--- src/rtl/etok_pkg.sv ---
// ----------------------------------------------------------------------------
// etok_pkg
// Shared types, character codes and token codes of the expression tokenizer.
// ----------------------------------------------------------------------------
package etok_pkg;

  localparam int DEF_MAX_LINE    = 1024;
  localparam int DEF_NUMBER_BITS = 32;

  localparam int VALUE_W = 32;
  localparam int POS_W   = 10;
  localparam int MAX_TOK = 3;

  localparam logic [7:0] CH_0      = 8'h30;
  localparam logic [7:0] CH_9      = 8'h39;
  localparam logic [7:0] CH_X      = 8'h78;
  localparam logic [7:0] CH_CARET  = 8'h5e;
  localparam logic [7:0] CH_LPAR   = 8'h28;
  localparam logic [7:0] CH_RPAR   = 8'h29;
  localparam logic [7:0] CH_PLUS   = 8'h2b;
  localparam logic [7:0] CH_MINUS  = 8'h2d;
  localparam logic [7:0] CH_STAR   = 8'h2a;
  localparam logic [7:0] CH_SLASH  = 8'h2f;
  localparam logic [7:0] CH_A      = 8'h61;
  localparam logic [7:0] CH_Z      = 8'h7a;
  localparam logic [7:0] CH_S      = 8'h73;
  localparam logic [7:0] CH_C      = 8'h63;
  localparam logic [7:0] CH_I      = 8'h69;
  localparam logic [7:0] CH_N      = 8'h6e;
  localparam logic [7:0] CH_O      = 8'h6f;
  localparam logic [7:0] CH_NUL    = 8'h00;
  localparam logic [7:0] CH_CR     = 8'h0d;
  localparam logic [7:0] CH_LF     = 8'h0a;
  localparam logic [3:0] RADIX     = 4'd10;

  localparam logic [1:0] FN_UNKNOWN = 2'd0;
  localparam logic [1:0] FN_SIN     = 2'd1;
  localparam logic [1:0] FN_COS     = 2'd2;
  localparam logic [1:0] FN_POW     = 2'd3;

  typedef enum logic [2:0] {
    KIND_NUMBER   = 3'd0,
    KIND_OPERATOR = 3'd1,
    KIND_VARIABLE = 3'd2,
    KIND_FUNCTION = 3'd3,
    KIND_BRACKET  = 3'd4,
    KIND_END      = 3'd5,
    KIND_ERROR    = 3'd6
  } kind_e;

  typedef struct packed {
    kind_e              kind;
    logic [VALUE_W-1:0] value;
    logic [POS_W-1:0]   pos;
  } tok_t;

  // Tokens caused by one character, in delivery order.
  typedef struct packed {
    tok_t [MAX_TOK-1:0] toks;
    logic [1:0]         cnt;
  } grp_t;

  function automatic tok_t mk_tok(kind_e k, logic [VALUE_W-1:0] v, logic [POS_W-1:0] p);
    tok_t t;
    t.kind  = k;
    t.value = v;
    t.pos   = p;
    return t;
  endfunction

endpackage

--- src/rtl/etok_lexer.sv ---
// ----------------------------------------------------------------------------
// etok_lexer
// Lexer state and the single-pass decode of one character into its tokens.
// ----------------------------------------------------------------------------
module etok_lexer #(
  parameter int MAX_LINE    = etok_pkg::DEF_MAX_LINE,
  parameter int NUMBER_BITS = etok_pkg::DEF_NUMBER_BITS
) (
  input  logic            clk_i,
  input  logic            rst_ni,
  input  logic            fire_i,
  input  logic [7:0]      char_i,
  input  logic            eol_i,
  output etok_pkg::grp_t  grp_o
);
  import etok_pkg::*;

  localparam int PW = $clog2(MAX_LINE);
  localparam int NB = NUMBER_BITS;
  localparam int PX = (PW > POS_W) ? PW : POS_W;
  localparam int VX = (NB > VALUE_W) ? NB : VALUE_W;

  logic [NB-1:0] acc_q, acc_d;
  logic          innum_q, innum_d;
  logic [1:0]    skip_q, skip_d;
  logic [1:0]    pf_q, pf_d;
  logic [PW-1:0] line_q, line_d;

  logic [PW-1:0]   p_m1, p_m2, p_nx;
  logic [NB+3:0]   prod;
  logic [NB-1:0]   acc_new;
  logic [3:0]      digit;
  logic            is_digit, is_bracket, is_oper, is_lower, is_ignored;
  logic [POS_W-1:0] pos_p, pos_m1, pos_m2;
  logic [VALUE_W-1:0] acc_val, accn_val, chr_val;

  assign p_m1 = (line_q == '0) ? PW'(MAX_LINE - 1) : line_q - PW'(1);
  assign p_m2 = (line_q >= PW'(2)) ? line_q - PW'(2) : line_q + PW'(MAX_LINE - 2);
  assign p_nx = (line_q == PW'(MAX_LINE - 1)) ? '0 : line_q + PW'(1);

  assign pos_p  = POS_W'(PX'(line_q));
  assign pos_m1 = POS_W'(PX'(p_m1));
  assign pos_m2 = POS_W'(PX'(p_m2));

  assign digit    = 4'(char_i - CH_0);
  assign prod     = ((NB+4)'(acc_q) << 3) + ((NB+4)'(acc_q) << 1) + (NB+4)'(digit);
  assign acc_new  = (|prod[NB+3:NB]) ? '1 : prod[NB-1:0];
  assign acc_val  = VALUE_W'(VX'(acc_q));
  assign accn_val = VALUE_W'(VX'(acc_new));
  assign chr_val  = VALUE_W'(char_i);

  assign is_digit   = (char_i >= CH_0) && (char_i <= CH_9);
  assign is_bracket = (char_i == CH_LPAR) || (char_i == CH_RPAR);
  assign is_oper    = (char_i == CH_PLUS) || (char_i == CH_MINUS) ||
                      (char_i == CH_STAR) || (char_i == CH_SLASH);
  assign is_lower   = (char_i >= CH_A) && (char_i <= CH_Z);
  assign is_ignored = (char_i == CH_NUL) || (char_i == CH_CR) || (char_i == CH_LF);

  always_comb begin
    logic [1:0] cnt;
    logic [1:0] pf;
    cnt     = 2'd0;
    pf      = pf_q;
    grp_o   = '0;
    acc_d   = acc_q;
    innum_d = innum_q;
    skip_d  = skip_q;
    pf_d    = pf_q;
    line_d  = p_nx;

    if (skip_q == 2'd2) begin
      if ((pf_q == FN_SIN && char_i != CH_I) || (pf_q == FN_COS && char_i != CH_O)) begin
        pf_d = FN_UNKNOWN;
      end
      skip_d = 2'd1;
      if (eol_i) begin
        grp_o.toks[cnt] = mk_tok(KIND_FUNCTION, VALUE_W'(FN_UNKNOWN), pos_m1);
        cnt = cnt + 2'd1;
      end
    end else if (skip_q == 2'd1) begin
      if ((pf_q == FN_SIN && char_i != CH_N) || (pf_q == FN_COS && char_i != CH_S)) begin
        pf = FN_UNKNOWN;
      end
      grp_o.toks[cnt] = mk_tok(KIND_FUNCTION, VALUE_W'(pf), pos_m2);
      cnt = cnt + 2'd1;
      if (is_bracket) begin
        grp_o.toks[cnt] = mk_tok(KIND_BRACKET, chr_val, pos_p);
        cnt = cnt + 2'd1;
      end
      skip_d = 2'd0;
      pf_d   = FN_UNKNOWN;
    end else if (is_digit) begin
      acc_d   = acc_new;
      innum_d = 1'b1;
      if (eol_i) begin
        grp_o.toks[cnt] = mk_tok(KIND_NUMBER, accn_val, pos_p);
        cnt = cnt + 2'd1;
      end
    end else begin
      if (innum_q) begin
        grp_o.toks[cnt] = mk_tok(KIND_NUMBER, acc_val, pos_m1);
        cnt = cnt + 2'd1;
      end
      acc_d   = '0;
      innum_d = 1'b0;
      priority if (is_oper) begin
        grp_o.toks[cnt] = mk_tok(KIND_OPERATOR, chr_val, pos_p);
        cnt = cnt + 2'd1;
      end else if (char_i == CH_X) begin
        grp_o.toks[cnt] = mk_tok(KIND_VARIABLE, chr_val, pos_p);
        cnt = cnt + 2'd1;
      end else if (char_i == CH_CARET) begin
        grp_o.toks[cnt] = mk_tok(KIND_FUNCTION, VALUE_W'(FN_POW), pos_p);
        cnt = cnt + 2'd1;
      end else if (is_lower) begin
        pf_d   = (char_i == CH_S) ? FN_SIN : ((char_i == CH_C) ? FN_COS : FN_UNKNOWN);
        skip_d = 2'd2;
        if (eol_i) begin
          grp_o.toks[cnt] = mk_tok(KIND_FUNCTION, VALUE_W'(FN_UNKNOWN), pos_p);
          cnt = cnt + 2'd1;
        end
      end else if (is_bracket) begin
        grp_o.toks[cnt] = mk_tok(KIND_BRACKET, chr_val, pos_p);
        cnt = cnt + 2'd1;
      end else if (!is_ignored) begin
        grp_o.toks[cnt] = mk_tok(KIND_ERROR, chr_val, pos_p);
        cnt = cnt + 2'd1;
      end else begin
        cnt = cnt;
      end
    end

    if (eol_i) begin
      grp_o.toks[cnt] = mk_tok(KIND_END, '0, pos_p);
      cnt     = cnt + 2'd1;
      acc_d   = '0;
      innum_d = 1'b0;
      skip_d  = 2'd0;
      pf_d    = FN_UNKNOWN;
      line_d  = '0;
    end
    grp_o.cnt = cnt;
  end

  always_ff @(posedge clk_i or negedge rst_ni) begin
    if (!rst_ni) begin
      acc_q   <= '0;
      innum_q <= 1'b0;
      skip_q  <= 2'd0;
      pf_q    <= FN_UNKNOWN;
      line_q  <= '0;
    end else if (fire_i) begin
      acc_q   <= acc_d;
      innum_q <= innum_d;
      skip_q  <= skip_d;
      pf_q    <= pf_d;
      line_q  <= line_d;
    end
  end

endmodule

--- src/rtl/etok_obuf.sv ---
// ----------------------------------------------------------------------------
// etok_obuf
// Result register: holds the tokens of one character and sends them one beat
// at a time.
// ----------------------------------------------------------------------------
module etok_obuf (
  input  logic                         clk_i,
  input  logic                         rst_ni,
  input  logic                         load_i,
  input  etok_pkg::grp_t               grp_i,
  output logic                         can_load_o,
  output logic                         out_valid_o,
  input  logic                         out_stall_i,
  output logic [2:0]                   token_kind_o,
  output logic [etok_pkg::VALUE_W-1:0] token_value_o,
  output logic [etok_pkg::POS_W-1:0]   char_position_o,
  output logic                         last_result_o
);
  import etok_pkg::*;

  logic       busy_q, busy_d;
  logic [1:0] head_q, head_d;
  grp_t       grp_q;
  tok_t       cur;
  logic       take, last;

  assign cur  = grp_q.toks[head_q];
  assign last = (head_q == grp_q.cnt - 2'd1);
  assign take = busy_q && !out_stall_i;

  assign can_load_o      = !busy_q || (take && last);
  assign out_valid_o     = busy_q;
  assign token_kind_o    = cur.kind;
  assign token_value_o   = cur.value;
  assign char_position_o = cur.pos;
  assign last_result_o   = last;

  always_comb begin
    busy_d = busy_q;
    head_d = head_q;
    if (take) begin
      head_d = head_q + 2'd1;
      if (last) begin
        busy_d = 1'b0;
      end
    end
    if (load_i && can_load_o) begin
      busy_d = 1'b1;
      head_d = 2'd0;
    end
  end

  always_ff @(posedge clk_i or negedge rst_ni) begin
    if (!rst_ni) begin
      busy_q <= 1'b0;
      head_q <= 2'd0;
    end else begin
      busy_q <= busy_d;
      head_q <= head_d;
    end
  end

  always_ff @(posedge clk_i) begin
    if (load_i && can_load_o) begin
      grp_q <= grp_i;
    end
  end

  a_busy_has_tok: assert property (@(posedge clk_i) disable iff (!rst_ni)
    busy_q |-> (grp_q.cnt != 2'd0) && (head_q < grp_q.cnt))
    else $error("result register holds no token at its head");

  a_more_follow: assert property (@(posedge clk_i) disable iff (!rst_ni)
    (take && !last) |=> out_valid_o && (head_q == $past(head_q) + 2'd1))
    else $error("remaining tokens of a group were dropped");

  a_stall_hold: assert property (@(posedge clk_i) disable iff (!rst_ni)
    (busy_q && out_stall_i) |=> busy_q && $stable(head_q))
    else $error("stalled beat moved");

endmodule

--- src/rtl/expression_tokenizer.sv ---
// ----------------------------------------------------------------------------
// expression_tokenizer
// Streaming tokenizer for a space-free arithmetic expression line.
//
// Input channel: one character per beat (char_code_i, end_of_line_i), with
// in_valid_i / in_stall_o. Output channel: one token per beat (token_kind_o,
// token_value_o, char_position_o, last_result_o) with out_valid_o /
// out_stall_i. A character yields zero to three tokens; last_result_o marks
// the final token of a character.
// A character accepted into the input register is decoded combinationally and
// loaded into the result register, from which its first token is offered.
// Throughput: one character per cycle while each gives at most one token and
// out_stall_i is low; a character with several tokens holds the result register
// until its last token is taken through the single token port.
// Reset clears the number accumulator, function name tracking and line
// position. While out_stall_i is high the current token holds, one more
// character waits in the input register, and in_stall_o rises.
// ----------------------------------------------------------------------------
module expression_tokenizer #(
  parameter int MAX_LINE    = etok_pkg::DEF_MAX_LINE,
  parameter int NUMBER_BITS = etok_pkg::DEF_NUMBER_BITS
) (
  input  logic                         clk_i,
  input  logic                         rst_ni,
  input  logic                         in_valid_i,
  output logic                         in_stall_o,
  input  logic [7:0]                   char_code_i,
  input  logic                         end_of_line_i,
  output logic                         out_valid_o,
  input  logic                         out_stall_i,
  output logic [2:0]                   token_kind_o,
  output logic [etok_pkg::VALUE_W-1:0] token_value_o,
  output logic [etok_pkg::POS_W-1:0]   char_position_o,
  output logic                         last_result_o
);
  import etok_pkg::*;

  logic       in_valid_q;
  logic [7:0] char_q;
  logic       eol_q;
  logic       can_load, advance, in_take;
  grp_t       grp;

  assign advance    = in_valid_q && can_load;
  assign in_stall_o = in_valid_q && !can_load;
  assign in_take    = in_valid_i && !in_stall_o;

  always_ff @(posedge clk_i or negedge rst_ni) begin
    if (!rst_ni) begin
      in_valid_q <= 1'b0;
    end else if (in_take) begin
      in_valid_q <= 1'b1;
    end else if (advance) begin
      in_valid_q <= 1'b0;
    end
  end

  always_ff @(posedge clk_i) begin
    if (in_take) begin
      char_q <= char_code_i;
      eol_q  <= end_of_line_i;
    end
  end

  etok_lexer #(
    .MAX_LINE   (MAX_LINE),
    .NUMBER_BITS(NUMBER_BITS)
  ) u_lexer (
    .clk_i (clk_i),
    .rst_ni(rst_ni),
    .fire_i(advance),
    .char_i(char_q),
    .eol_i (eol_q),
    .grp_o (grp)
  );

  etok_obuf u_obuf (
    .clk_i          (clk_i),
    .rst_ni         (rst_ni),
    .load_i         (advance && (grp.cnt != 2'd0)),
    .grp_i          (grp),
    .can_load_o     (can_load),
    .out_valid_o    (out_valid_o),
    .out_stall_i    (out_stall_i),
    .token_kind_o   (token_kind_o),
    .token_value_o  (token_value_o),
    .char_position_o(char_position_o),
    .last_result_o  (last_result_o)
  );

endmodule

--- config.mk ---
export PLATFORM = sky130hd
export DESIGN_NAME = expression_tokenizer
export DESIGN_NICKNAME = d
export VERILOG_FILES = /design/src/rtl/etok_pkg.sv /design/src/rtl/etok_lexer.sv /design/src/rtl/etok_obuf.sv /design/src/rtl/expression_tokenizer.sv
export SDC_FILE = /design/constraint.sdc
export NUM_CORES = 1
export LEC_CHECK = 0
export ABC_AREA = 1
export BUFFER_PORTS_ARGS = -buffer_cell sky130_fd_sc_hd__buf_2
export CORE_AREA = 3 3 158 122
export DETAILED_ROUTE_END_ITERATION = 10
export DIE_AREA = 0 0 161 125
export PLACE_DENSITY = 0.78
export REMOVE_ABC_BUFFERS = 1
export SYNTH_ARGS = -nofsm -noshare
export SYNTH_HDL_FRONTEND = slang
export SYNTH_SLANG_ARGS = --single-unit
--- constraint.sdc ---
create_clock -name clk_i -period 14.1 [get_ports clk_i]
set_clock_uncertainty 0.15 [all_clocks]
set_input_delay 1.41 -clock clk_i [delete_from_list [all_inputs] [get_ports clk_i]]
set_output_delay 1.41 -clock clk_i [all_outputs]
set_load 0.01 [all_outputs]
== Yosys cells after proc, flatten, opt, wreduce, memory -nomap -nowiden ==
Index checks and enable logic that the tools add are counted.

* Flip-flop bits (word level): 197
* Bits of input ports: 13
* Output and inout port bits: 48
* Word-level logic and storage cells: 201

* Add/subtract/negate cells: 11
* Order comparisons: 10
* Equal/unequal tests: 29
* Muxes and demuxes: 91
* Reductions and logical operators: 40

{| class="wikitable"
|+ Operator list
! cell !! count
|-
| 2-to-1 mux 135 bit || 8
|-
| bitwise mux 135 bit || 7
|-
| 2-to-1 mux 45 bit || 10
|-
| 2-to-1 mux 90 bit || 3
|-
| demux 45 bit (select 2 bit) || 2
|-
| 2-to-1 mux 32 bit || 5
|-
| binary-select mux 45 bit (select 2 bit) || 1
|-
| 2-to-1 mux 42 bit || 2
|-
| 2-to-1 mux 2 bit || 37
|-
| == test 8 x 6 -> 1 bit (second input constant) || 6
|-
| 2-to-1 mux 44 bit || 1
|-
| 2-to-1 mux 10 bit || 4
|-
| adder 35 x 33 -> 36 bit || 1
|-
| adder 36 x 4 -> 36 bit || 1
|-
| == test 8 x 7 -> 1 bit (second input constant) || 4
|-
| inequality test 8 x 7 -> 1 bit (second input constant) || 4
|-
| == test 8 x 4 -> 1 bit (second input constant) || 2
|-
| logical AND 1 bit || 15
|-
| 2-to-1 mux 1 bit || 11
|-
| adder 10 x 1 -> 10 bit (second input constant) || 1
|-
| adder 10 bit (second input constant) || 1
|-
| == test 10 bit (second input constant) || 1
|-
| greater-or-equal comparator 10 x 2 -> 1 bit (second input constant) || 1
|-
| zero test 10 bit || 1
|-
| 28 further kinds || 52
|}

== Depth between registers and ports, before layout ==
Gate-level depths: netlist (run 1).

* Depth after elaboration: 22
* Depth in mapped cells: 27
* Gate-level depth less buffers: 26

== By module ==
A second synthesis (run 1) with hierarchy kept.

* Cells, all modules: 1752
* Area, all modules: 13569.3 um^2

{| class="wikitable"
|+ Modules (own cells, without submodules)
! module !! instances !! cells an instance !! area each (um^2) !! seq. area each (um^2)
|-
| etok_lexer || 1 || 1362 || 7918.8 || 1176.1
|-
| etok_obuf || 1 || 370 || 5315.1 || 4189.0
|-
| expression_tokenizer || 1 || 20 || 335.3 || 295.3
|}

== Worst setup path before layout (run 1) ==
No wires, ideal clock.

* Path type: reg-to-reg
* Start: reg char_q[3]
* End: reg u_obuf.grp_q[0] (netlist bit) (enable)
* Arrival: 3.884 ns
* Data required time: 13.517 ns
* Setup slack: 9.633 ns
* Cell stages (with the launch flop): 21
* Path buffers: 0
* Period minus slack after synthesis: 4.467 ns
* Path through: edfxtp_1 -> nand2_1 -> nand2_1 -> nand3_1 -> nand2_1 -> nand2_1 -> ha_1 -> nand2_1 -> nand2_1 -> inv_1 -> nand2_1 -> nand3_1 -> nand2_1 -> nand2_1 -> nand2_2 -> inv_1 -> ha_1 -> or2_2 -> nand3_2 -> nand2_1 -> inv_1

* Cells in the longest elaborated chain, start to end: 17
* Elaborated cells between the ends (all ways): 38
* Those cells by class: 1 x add/sub; 4 x order compare; 10 x eq/ne; 11 x mux; 12 x reduce/logical

{| class="wikitable"
|+ RTL lines
! what !! line !! source
|-
| start: declaration || expression_tokenizer.sv:39 || <nowiki>logic [7:0] char_q;</nowiki>
|-
| start signal: assignment || expression_tokenizer.sv:60 || <nowiki>char_q <= char_code_i;</nowiki>
|-
| == test 8 x 4 -> 1 bit or zero test 8 bit (tied branches) || etok_lexer.sv:57 || <nowiki>assign is_ignored = (char_i == CH_NUL) || (char_i == CH_CR) || (char_i == CH_LF);</nowiki>
|-
| logical OR 1 bit (2 in a row) || etok_lexer.sv:57 ||
|-
| 2-to-1 mux 2 bit || etok_lexer.sv:125 || <nowiki>end else if (!is_ignored) begin</nowiki>
|-
| 2-to-1 mux 2 bit || etok_lexer.sv:122 || <nowiki>end else if (is_bracket) begin</nowiki>
|-
| 2-to-1 mux 2 bit || etok_lexer.sv:115 || <nowiki>end else if (is_lower) begin</nowiki>
|-
| 2-to-1 mux 2 bit || etok_lexer.sv:112 || <nowiki>end else if (char_i == CH_CARET) begin</nowiki>
|-
| 2-to-1 mux 2 bit || etok_lexer.sv:109 || <nowiki>end else if (char_i == CH_X) begin</nowiki>
|-
| 2-to-1 mux 2 bit || etok_lexer.sv:106 || <nowiki>priority if (is_oper) begin</nowiki>
|-
| 2-to-1 mux 2 bit || etok_lexer.sv:92 || <nowiki>end else if (is_digit) begin</nowiki>
|-
| 2-to-1 mux 2 bit * || etok_lexer.sv:80 || <nowiki>end else if (skip_q == 2'd1) begin</nowiki>
|-
| 2-to-1 mux 2 bit * || etok_lexer.sv:71 || <nowiki>if (skip_q == 2'd2) begin</nowiki>
|-
| adder 2 x 1 -> 2 bit || etok_lexer.sv:135 || <nowiki>cnt = cnt + 2'd1;</nowiki>
|-
| 2-to-1 mux 2 bit * || etok_lexer.sv:133 || <nowiki>if (eol_i) begin</nowiki>
|-
| nonzero test 2 bit * || expression_tokenizer.sv:80 || <nowiki>.load_i (advance && (grp.cnt != 2'd0)),</nowiki>
|-
| logical AND 1 bit * || expression_tokenizer.sv:80 ||
|-
| logical AND 1 bit * || etok_obuf.sv:64 || <nowiki>if (load_i && can_load_o) begin</nowiki>
|-
| end signal: assignment || etok_obuf.sv:65 || <nowiki>grp_q <= grp_i;</nowiki>
|-
| end: declaration || etok_obuf.sv:23 || <nowiki>grp_t grp_q;</nowiki>
|}

Every way passes the cells marked *; elsewhere a longest branch is shown, timed or not.
A chain may end at the register's enable or synchronous reset.

==> flow_metrics.env, run 1 <==
export IMPL_rsz0062_at_grt="no"
export IMPL_critPathCaptureType="flip-flop"
export IMPL_syn_cell_area_um2=10700
export IMPL_power_leakage_nw=5.88
export IMPL_fmax_mhz=201
export IMPL_fillers=1558
export IMPL_ant_nets=0
export IMPL_grt_pass1_vias=9193
export IMPL_num_rows=42
export IMPL_die_w_um=161
export IMPL_numCtsBuffers=17
export IMPL_grt_max_degree=56
export IMPL_drt_wl_total_um=32000
export IMPL_start_util=0.604
export IMPL_cp_cell_sequence="inv_1 > ha_1 > nand2_1 > nand2_1 > inv_1 > nand2_1 > nand3_1 > nand2_1 > nand2_1 > nand2_2 > ha_1 > nand2_1 > inv_1 > nor2_1 > inv_1 > nor2_1 > inv_1 > o21ai_0 > inv_1"
export IMPL_clock_latency_ps=440
export IMPL_cts_sinks=139
export IMPL_final_common_cell="nand2_1"
export IMPL_post_cts_resized=0
export IMPL_clockBufferDepth=2
export IMPL_slowest_stage="dfrtp_1"
export IMPL_final_hold_violation_count=0
export IMPL_netlist_area_leader_share=0.248
export IMPL_detail_route_vias_per_cell=5.89
export IMPL_power_mw=2.00
export IMPL_setup_tns_ps=0
export IMPL_io_buffer_count=60
export IMPL_nets=1580
export IMPL_yosys_area_top_type="edfxtp_1"
export IMPL_diodes=0
export IMPL_setup_viol=0
export IMPL_drc=0
export IMPL_period_minus_slack_ps=4970
export IMPL_status="completed"
export IMPL_grt_overflow_total=0
export IMPL_arrival_ps=5010
export IMPL_postSynthCellCount=1453
export IMPL_avgSynthCellArea_um2=7.34
export IMPL_crit_family="buffers and inverters"
export IMPL_io_pins=61
export IMPL_post_drt_wl_per_cell_um=18.4
export IMPL_max_stage_delay_ps=780
export IMPL_ir_drop_mv=0.133
export IMPL_reg2reg_from="u_lexer.innum_q"
export IMPL_seq_area_frac_synth=0.368
export IMPL_max_slew_margin=0.176
export IMPL_start_kind="flip-flop"
export IMPL_cts_hold_fix_buffers=0
export IMPL_final_cell_mix="nand2_1 (424), nor2_1 (182), inv_1 (128), a21oi_1 (99), edfxtp_1 (88)"
export IMPL_cellPowerDensity_nw_per_um2=171
export IMPL_synthFlopType="edfxtp_1"
export IMPL_worst_slew_pin_slew_ps=1240
export IMPL_grt_first_pass_wirelength_um=50600
export IMPL_ys_seq_elements=139
export IMPL_cp_required_ps=14140
export IMPL_critPathLaunch="u_lexer.innum_q"
export IMPL_crit_type="flip-flop to flip-flop"
export IMPL_seqCellArea_um2=3920
export IMPL_critPathBufInv=6
export IMPL_path_max_fanout=31
export IMPL_htree_levels=4
export IMPL_dieArea_um2=20100
export IMPL_drv_cap=0
export IMPL_drt_pass1_iter_count=6
export IMPL_synth_edff_count=88
export IMPL_antenna_found_initial=0
export IMPL_cts_tree="yes"
export IMPL_multiInputGateArea_um2=5940
export IMPL_grt_use_total=0.317
export IMPL_finalCritPeriodShare=0.353
export IMPL_die_h_um=125
export IMPL_place_congestion=0.992
export IMPL_clockRootBuffer="clkbuf_16"
export IMPL_drive_gt1_frac=0.126
export IMPL_vias=10272
export IMPL_yosysWarnings=0
export IMPL_path_clk_slew_ps=60
export IMPL_drtIter0Drc=1432
export IMPL_syn2layout_area_growth_pct=9.33
export IMPL_min_from="u_lexer.acc_q[22]"
export IMPL_cts_setup_buffers=0
export IMPL_synthArstFlopShare=0.367
export IMPL_design_core_area_um2=17700
export IMPL_synth_cell_types=50
export IMPL_dp_hpwl_um=22600
export IMPL_synthTopCellsByArea="edfxtp_1 (25%), nand2_1 (15%), dfrtp_1 (12%)"
export IMPL_min_path_type="flip-flop to flip-flop"
export IMPL_slew_viol_final=0
-- state kept, by name, summed over array words and instances, names as in the netlist --
name and flops:
u_lexer.line_q 10, in_valid_q 1, u_obuf.head_q 2, u_lexer.innum_q 1
char_q 8, u_obuf.grp_q 79, u_lexer.pf_q 2, u_obuf.out_valid_o 1
u_lexer.acc_q 32, u_lexer.skip_q 2, eol_q 1
-- metal layers --
layer / vias to the layer above / routed length (um) / track usage
li1: 4869 / - / -
met4: 0 / 627 / 0.0850
met5: - / 0 / 0
met3: 58 / 3230 / 0.0608
met2: 550 / 12900 / 0.441
met1: 4795 / 15300 / 0.501
-- report_power, final --
part / total, mW / internal [mW] / switching [mW]
Combinational: 0.886 / 0.240 / 0.646
Sequential: 0.663 / 0.609 / 0.0539
Clock: 0.447 / 0.235 / 0.212
-- cells in the mapped netlist (all sizes together), types with 10 or more instances --
library cell  count
nor2            191
clkbuf           30
xnor2            16
edfxtp           88
a31oi            10
ha               77
buf              24
dfrtp            51
inv             143
nand2           444
nor3             17
a21oi           102
nand3           101
xor2             10
o21ai            88
-- final cells by class --
class / count / area share
tap: 242 / 0.0260
inverter: 146 / 0.0471
clock inverter: 15 / 0.0125
sequential: 139 / 0.336
multi-input combinational: 1114 / 0.510
timing repair buffer: 70 / 0.0322
clock buffer: 17 / 0.0365
-- metrics by stage --
| stage | setup WS [ps] | utilization | hold slack [ps] | std cells | instance area [um2] |
|---|---|---|---|---|---|
| 6_report | 9130 | 0.660 | 412 | 1743 | 11700 |
| 5_1_grt | 8810 | 0.660 | 446 | 1743 | 11700 |
| 4_1_cts | 9280 | 0.660 | 411 | 1743 | 11700 |
| 3_5_place_dp | 9310 | 0.628 | 397 | 1711 | 11100 |
| 3_3_place_gp | 9440 | 0.628 | 389 | 1711 | 11100 |
| 2_1_floorplan | 9340 | - | 341 | 1399 | 10400 |
-- tightest hold or removal path: cells and delay by family (launching register included) --
family / cells / cell delay [ps]
DFF: 1 / 410
and+or+nand+nor: 2 / 130
-- logic make-up after synthesis --
group,after synthesis,share of synthesized area
and+or+nand+nor,772,0.317
DFF,139,0.368
AOI/OAI and AO/OA,237,0.124
adders and majority gates,79,0.0941
buffers and inverters,200,0.0764
xor gates and xnor gates,26,0.0214
-- final timing paths --
check / endpoint / slack, ps / cells past startpoint
setup / recovery: u_obuf.grp_q[44] / 9130 / 19
hold / removal: u_lexer.acc_q[22] / 410 / 2
setup reg to reg: u_obuf.grp_q[44] / 9130 / 19
hold reg to reg: u_lexer.acc_q[22] / 410 / 2
max in group asynchronous: u_lexer.line_q[7] / 12260 / 2
min in group asynchronous: in_valid_q / 980 / 2
Note: power is estimated with default switching activity, not from simulation.
==> run 2: changes to the inputs <==
--- a/config.mk
+++ b/config.mk
@@ -7,9 +7,9 @@
 export LEC_CHECK = 0
 export ABC_AREA = 1
 export BUFFER_PORTS_ARGS = -buffer_cell sky130_fd_sc_hd__buf_2
-export CORE_AREA = 3 3 158 122
+export CORE_AREA = 3 3 162 125
 export DETAILED_ROUTE_END_ITERATION = 10
-export DIE_AREA = 0 0 161 125
+export DIE_AREA = 0 0 165 128
 export PLACE_DENSITY = 0.78
 export REMOVE_ABC_BUFFERS = 1
 export SYNTH_ARGS = -nofsm -noshare
==> constraint.sdc (replaced) <==
create_clock -name clk_i -period 4.05 [get_ports clk_i]
set_clock_uncertainty 0.15 [all_clocks]
set_input_delay 0.405 -clock clk_i [delete_from_list [all_inputs] [get_ports clk_i]]
set_output_delay 0.405 -clock clk_i [all_outputs]
set_load 0.01 [all_outputs]
==> run 2 against run 1 <==
  * Critical path depth is 2 lower
  * Hold slack worse by 400 ps
  * Non-clock buffer count is 30 higher
  * Power grew to 3.5 times the previous value
  * Sequential share of layout area is 0.75 points lower
  * Sequential power grew to 3.5 times the previous value
  * Cell area is 2.3% higher
  * First-iteration DRC count is 14% lower
  * Fmax is 30% higher
  * Critical path type unchanged
  * Largest cell class unchanged
==> flow_metrics.env, run 2 (synthesized netlist as in run 1, its figures left out) <==
export IMPL_top_register="u_obuf.grp_q"
export IMPL_ant_nets=0
export IMPL_cpMostUsedCell="nand2_1"
export IMPL_diodes=0
export IMPL_drive_gt1_frac=0.138
export IMPL_setup_viol=0
export IMPL_post_drt_wl_per_cell_um=17.8
export IMPL_grt_pass1_vias=9278
export IMPL_power_frac_clock=0.215
export IMPL_power_leakage_nw=6.01
export IMPL_max_slew_margin=0.438
export IMPL_num_rows=43
export IMPL_worst_slew_pin_slew_ps=842
export IMPL_reg_top3="u_obuf.grp_q: 79 flops, u_lexer.acc_q: 32 flops, u_lexer.line_q: 10 flops"
export IMPL_die_w_um=165
export IMPL_final_cell_mix="nand2_1 (424), nor2_1 (181), inv_1 (128), a21oi_1 (99), edfxtp_1 (88)"
export IMPL_io_buffer_count=60
export IMPL_arrival_ps=3860
export IMPL_nets=1610
export IMPL_drt_wl_total_um=31700
export IMPL_critPathCaptureType="flip-flop"
export IMPL_cts_sinks=139
export IMPL_io_pins=61
export IMPL_drc=0
export IMPL_numCtsBuffers=17
export IMPL_clockRootBuffer="clkbuf_16"
export IMPL_dieArea_um2=21100
export IMPL_rsz0062_at_grt="no"
export IMPL_dp_hpwl_um=23500
export IMPL_htree_levels=4
export IMPL_slowest_stage="fa_1"
export IMPL_final_util=0.642
export IMPL_min_path_type="input pin to flip-flop"
export IMPL_largest_register_ffs=79
export IMPL_p_sw_mw=3.14
export IMPL_vias=10319
export IMPL_start_util=0.574
export IMPL_crit_type="flip-flop to flip-flop"
export IMPL_design_core_area_um2=18600
export IMPL_globalRouteMet3Util=0.0646
export IMPL_cp_cell_sequence="buf_4 > fa_1 > inv_1 > fa_1 > o21ai_2 > nand2_1 > nand2_2 > nand2_1 > nand2_2 > nand2_1 > nand3_1 > nand2_1 > nor2_4 > buf_4 > nand3_1 > nand2_1 > a21oi_1"
export IMPL_critPathLaunch="char_q[3]"
export IMPL_cp_required_ps=4090
export IMPL_r2r_end="u_obuf.grp_q[13]"
export IMPL_drt_pass1_iter_count=6
export IMPL_ir_drop_mv=0.702
export IMPL_r2r_cells=17
export IMPL_reg2reg_from="char_q[3]"
export IMPL_setup_tns_ps=0
export IMPL_grt_max_degree=48
export IMPL_grt_use_total=0.309
export IMPL_final_hold_violation_count=0
export IMPL_syn2layout_area_growth_pct=11.8
export IMPL_final_common_cell="nand2_1"
export IMPL_antenna_found_initial=0
export IMPL_clock_latency_ps=440
export IMPL_grt_util_met2=0.413
export IMPL_place_congestion=0.978
export IMPL_status="completed"
export IMPL_grt_first_pass_wirelength_um=50900
export IMPL_busiest_layer="met1"
export IMPL_power_frac_seq=0.328
export IMPL_clockBufferDepth=2
export IMPL_path_clk_slew_ps=60
export IMPL_cts_tree="yes"
export IMPL_grt_use_met1=0.502
export IMPL_path_max_fanout=21
export IMPL_max_stage_delay_ps=560
export IMPL_start_kind="flip-flop"
export IMPL_pwr_share_comb=0.457
export IMPL_cellPowerDensity_nw_per_um2=589
export IMPL_detail_route_vias_per_cell=5.80
export IMPL_p_int_mw=3.88
export IMPL_r2r_slack_ps=230
export IMPL_fmax_mhz=262
export IMPL_grt_overflow_total=0
export IMPL_period_minus_slack_ps=3820
export IMPL_drtIter0Drc=1234
export IMPL_die_h_um=128
export IMPL_switching_share=0.447
export IMPL_worst_setup_path_endpoint="u_obuf.grp_q[13]"
export IMPL_finalCritPeriodShare=0.943
export IMPL_slew_viol_final=0
export IMPL_drv_cap=0
==> run 2: area by class of cell <==
type                    count  area [um2]
multi-input cells        1114        5950
flip-flops and latches    139        3920
well taps                 247         309
clock buffers              17         425
fillers                  1670        6640
repair buffers            100         646
inverters                 146         549
clock inverters            15         130
==> run 2: repair_timing <==
item	CTS	global route
endpoints found under the setup margin	0	9
hold buffers	8	0
endpoints found under the hold margin	32	0
setup buffers	0	7
gates resized for setup	0	3
==> run 2: worst min-delay path by stage <==
stage	start	end	slack (ps)	cells past startpoint
final	char_code_i[1]	char_q[1]	10	1
after detailed placement	rst_ni	u_lexer.acc_q[29]	330	1
after CTS	char_code_i[2]	char_q[2]	1	1
after global routing	char_code_i[1]	char_q[1]	3	1
after floorplan	rst_ni	in_valid_q	-40	0
after global placement	rst_ni	u_lexer.acc_q[29]	330	1
==> run 2: routing by layer <==
metal  vias to the layer above  share of wire
met4                         0          0.015
met1                      4799           0.49
met3                        46           0.10
li1                       4936              -
met5                         -              0
met2                       538           0.39
==> run 2: stage by stage <==
| stage | power, mW | instances | cell area (um2) | hold WS (ps) | setup slack [ps] |
|---|---|---|---|---|---|
| after floorplan | 4.17 | 1399 | 10400 | -40.6 | -715 |
| after global placement | 5.40 | 1731 | 11200 | 333 | 430 |
| after detailed placement | 5.44 | 1731 | 11200 | 331 | 284 |
| after CTS | 6.95 | 1771 | 11900 | 1.37 | 249 |
| after global routing | 7.45 | 1778 | 11900 | 3.31 | 19.7 |
| final | 7.02 | 1778 | 11900 | 10.4 | 229 |
==> run 2: worst max-delay path, delay by kind of cell (launching register included) <==
| kind | cells | cell delay, ps |
|---|---|---|
| compound gates | 2 | 280 |
| fa+ha+maj | 2 | 1040 |
| buf+inv | 3 | 590 |
| flops | 1 | 480 |
| simple gates | 10 | 1010 |
==> run 2: power groups by stage <==
stage	clock (mW)	sequential [mW]	combinational, mW
5_1_grt	1.58	2.34	3.53
4_1_cts	1.52	2.30	3.13
6_report	1.51	2.30	3.21
2_1_floorplan	0	2.34	1.83
3_3_place_gp	0	2.32	3.08
3_5_place_dp	0	2.33	3.11
==> run 3: changes to the inputs <==
--- a/config.mk
+++ b/config.mk
@@ -7,11 +7,12 @@
 export LEC_CHECK = 0
 export ABC_AREA = 1
 export BUFFER_PORTS_ARGS = -buffer_cell sky130_fd_sc_hd__buf_2
-export CORE_AREA = 3 3 162 125
+export CORE_AREA = 3 3 198 103
 export DETAILED_ROUTE_END_ITERATION = 10
-export DIE_AREA = 0 0 165 128
+export DIE_AREA = 0 0 201 106
 export PLACE_DENSITY = 0.78
 export REMOVE_ABC_BUFFERS = 1
+export SLEW_MARGIN = 20
 export SYNTH_ARGS = -nofsm -noshare
 export SYNTH_HDL_FRONTEND = slang
 export SYNTH_SLANG_ARGS = --single-unit
==> run 3 against run 2 <==
  * Combinational power down 2%
  * Global-route usage down 0.95 points
  * Sequential cell count unchanged
  * Sequential share of layout area down 0.19 points
  * Clock power up 11%
  * First-iteration DRC count down 18%
  * Clock-buffer cell count unchanged
  * Cell area up 0.57%
  * Final cell count up 0.39%
  * Largest cell class unchanged
  * Largest power group unchanged
==> flow_metrics.env, run 3 (synthesized netlist as in run 1, its figures left out) <==
export IMPL_wl_met2_um=14400
export IMPL_clockRootBuffer="clkbuf_16"
export IMPL_pwr_share_comb=0.440
export IMPL_rsz0062_at_grt="no"
export IMPL_arrival_ps=3830
export IMPL_dp_hpwl_um=22700
export IMPL_placedCellCount=1741
export IMPL_clockBufferDepth=2
export IMPL_cp_cell_sequence="buf_4 > fa_1 > inv_1 > fa_1 > o21ai_2 > nand2_1 > nand2_2 > nand2_1 > nand2_2 > nand2_1 > nand3_1 > nand2_1 > nor2_4 > buf_12 > nand3_1 > nand2_1 > a21oi_1"
export IMPL_grt_first_pass_wirelength_um=51400
export IMPL_drtIter0Drc=1008
export IMPL_dr_wl_met3_um=2080
export IMPL_power_mw=7.13
export IMPL_reg_top3="u_obuf.grp_q: 79 flops, u_lexer.acc_q: 32 flops, u_lexer.line_q: 10 flops"
export IMPL_r2r_slack_ps=250
export IMPL_io_pins=61
export IMPL_io_buffer_count=60
export IMPL_slew_viol_final=0
export IMPL_worst_setup_path_endpoint="u_obuf.grp_q[12]"
export IMPL_htree_levels=4
export IMPL_numCtsBuffers=17
export IMPL_power_leakage_nw=6.04
export IMPL_crit_type="flip-flop to flip-flop"
export IMPL_largest_register_ffs=79
export IMPL_grt_max_degree=41
export IMPL_worst_slew_pin_slew_ps=785
export IMPL_start_util=0.576
export IMPL_top_register="u_obuf.grp_q"
export IMPL_diodes=0
export IMPL_reg2reg_from="char_q[3]"
export IMPL_fillers=1655
export IMPL_fmax_mhz=263
export IMPL_cts_sinks=139
export IMPL_detail_route_vias_per_cell=5.71
export IMPL_max_stage_delay_ps=590
export IMPL_vias=10192
export IMPL_final_common_cell="nand2_1"
export IMPL_setup_viol=0
export IMPL_period_minus_slack_ps=3800
export IMPL_clock_latency_ps=440
export IMPL_start_kind="flip-flop"
export IMPL_power_frac_clock=0.236
export IMPL_dr_max_layer_used="met4"
export IMPL_final_hold_violation_count=0
export IMPL_p_sw_mw=3.17
export IMPL_grt_overflow_total=0
export IMPL_cellPowerDensity_nw_per_um2=595
export IMPL_p_int_mw=3.96
export IMPL_slowest_stage="fa_1"
export IMPL_post_drt_wl_per_cell_um=17.7
export IMPL_drt_wl_total_um=31600
export IMPL_finalNonFillerCells=1785
export IMPL_cts_tree="yes"
export IMPL_syn2layout_area_growth_pct=12.5
export IMPL_cpMostUsedCell="nand2_1"
export IMPL_place_congestion=1.07
export IMPL_grt_use_total=0.300
export IMPL_r2r_end="u_obuf.grp_q[12]"
export IMPL_switching_share=0.444
export IMPL_final_cell_mix="nand2_1 (423), nor2_1 (180), inv_1 (127), a21oi_1 (99), edfxtp_1 (88)"
export IMPL_min_path_type="input pin to flip-flop"
export IMPL_path_clk_slew_ps=70
export IMPL_ir_drop_mv=0.342
export IMPL_status="completed"
export IMPL_design_core_area_um2=18500
export IMPL_die_h_um=106
export IMPL_dieArea_um2=21300
export IMPL_critPathCaptureType="flip-flop"
export IMPL_grt_pass1_vias=9932
export IMPL_path_max_fanout=32
export IMPL_finalCritPeriodShare=0.938
export IMPL_cp_required_ps=4080
export IMPL_drc=0
export IMPL_num_rows=35
export IMPL_die_w_um=201
export IMPL_max_slew_margin=0.476
export IMPL_drive_gt1_frac=0.140
export IMPL_nets=1605
export IMPL_r2r_cells=17
export IMPL_ant_nets=0
export IMPL_antenna_found_initial=0
export IMPL_power_frac_seq=0.324
export IMPL_critPathLaunch="char_q[3]"
export IMPL_wl_met1_um=14600
export IMPL_drv_cap=0
export IMPL_drt_pass1_iter_count=5
==> run 3: final cells by class <==
cell class / instances / area (um2) / share of cell area
clock buffers: 17 / 425 / 0.0355
clock inverters: 15 / 196 / 0.0164
inverters: 146 / 548 / 0.0457
multi-input cells: 1114 / 5950 / 0.496
flip-flops and latches: 139 / 3920 / 0.327
well taps: 259 / 324 / 0.0270
repair buffers: 95 / 628 / 0.0524
==> run 3: layer usage <==
layer	up-vias	global-route usage
met3	50	0.0471
met1	4850	0.411
met5	-	0
met2	377	0.492
met4	0	0.0961
li1	4915	-
==> run 3: worst min-delay path by stage <==
stage,start,to,slack (ps),cells after the start
final,char_code_i[4],char_q[4],10,1
after global routing,char_code_i[4],char_q[4],2,1
after CTS,char_code_i[5],char_q[5],0.4,1
after detailed placement,rst_ni,u_lexer.acc_q[27],240,1
after global placement,rst_ni,u_lexer.acc_q[27],220,1
after floorplan,rst_ni,in_valid_q,-40,0
==> run 3: timing repair <==
action | in CTS | in global routing
setup endpoints to repair | 0 | 9
hold buffers | 4 | 2
setup buffers | 0 | 6
resized for setup | 0 | 6
endpoints found under the hold margin | 20 | 2
==> run 3: per-stage QoR <==
step           area [um2]  setup TNS [ps]  setup WS [ps]  hold WS (ps)  utilization
5_1_grt             12000               0           17.3          2.23        0.647
3_5_place_dp        11200               0            227           242        0.607
6_report            12000               0            249          14.0        0.647
2_1_floorplan       10400          -56450           -715         -40.6            -
4_1_cts             11900               0            189         0.374        0.643
3_3_place_gp        11200               0            364           221        0.607
==> run 3: worst max-delay path: cells and delay by family, from the launching register on <==
family / cells / cell delay (ps)
compound gates: 2 / 330
fa+ha+maj: 2 / 1060
simple gates: 10 / 980
buf+inv: 3 / 520
flops: 1 / 480
==> run 3: power by group through the flow <==
stage / clock network [mW] / logic [mW] / registers, mW
after floorplan: 0 / 1.83 / 2.34
after global placement: 0 / 2.99 / 2.32
after detailed placement: 0 / 3.05 / 2.34
after CTS: 1.69 / 3.07 / 2.31
after global routing: 1.75 / 3.46 / 2.35
final: 1.68 / 3.14 / 2.31
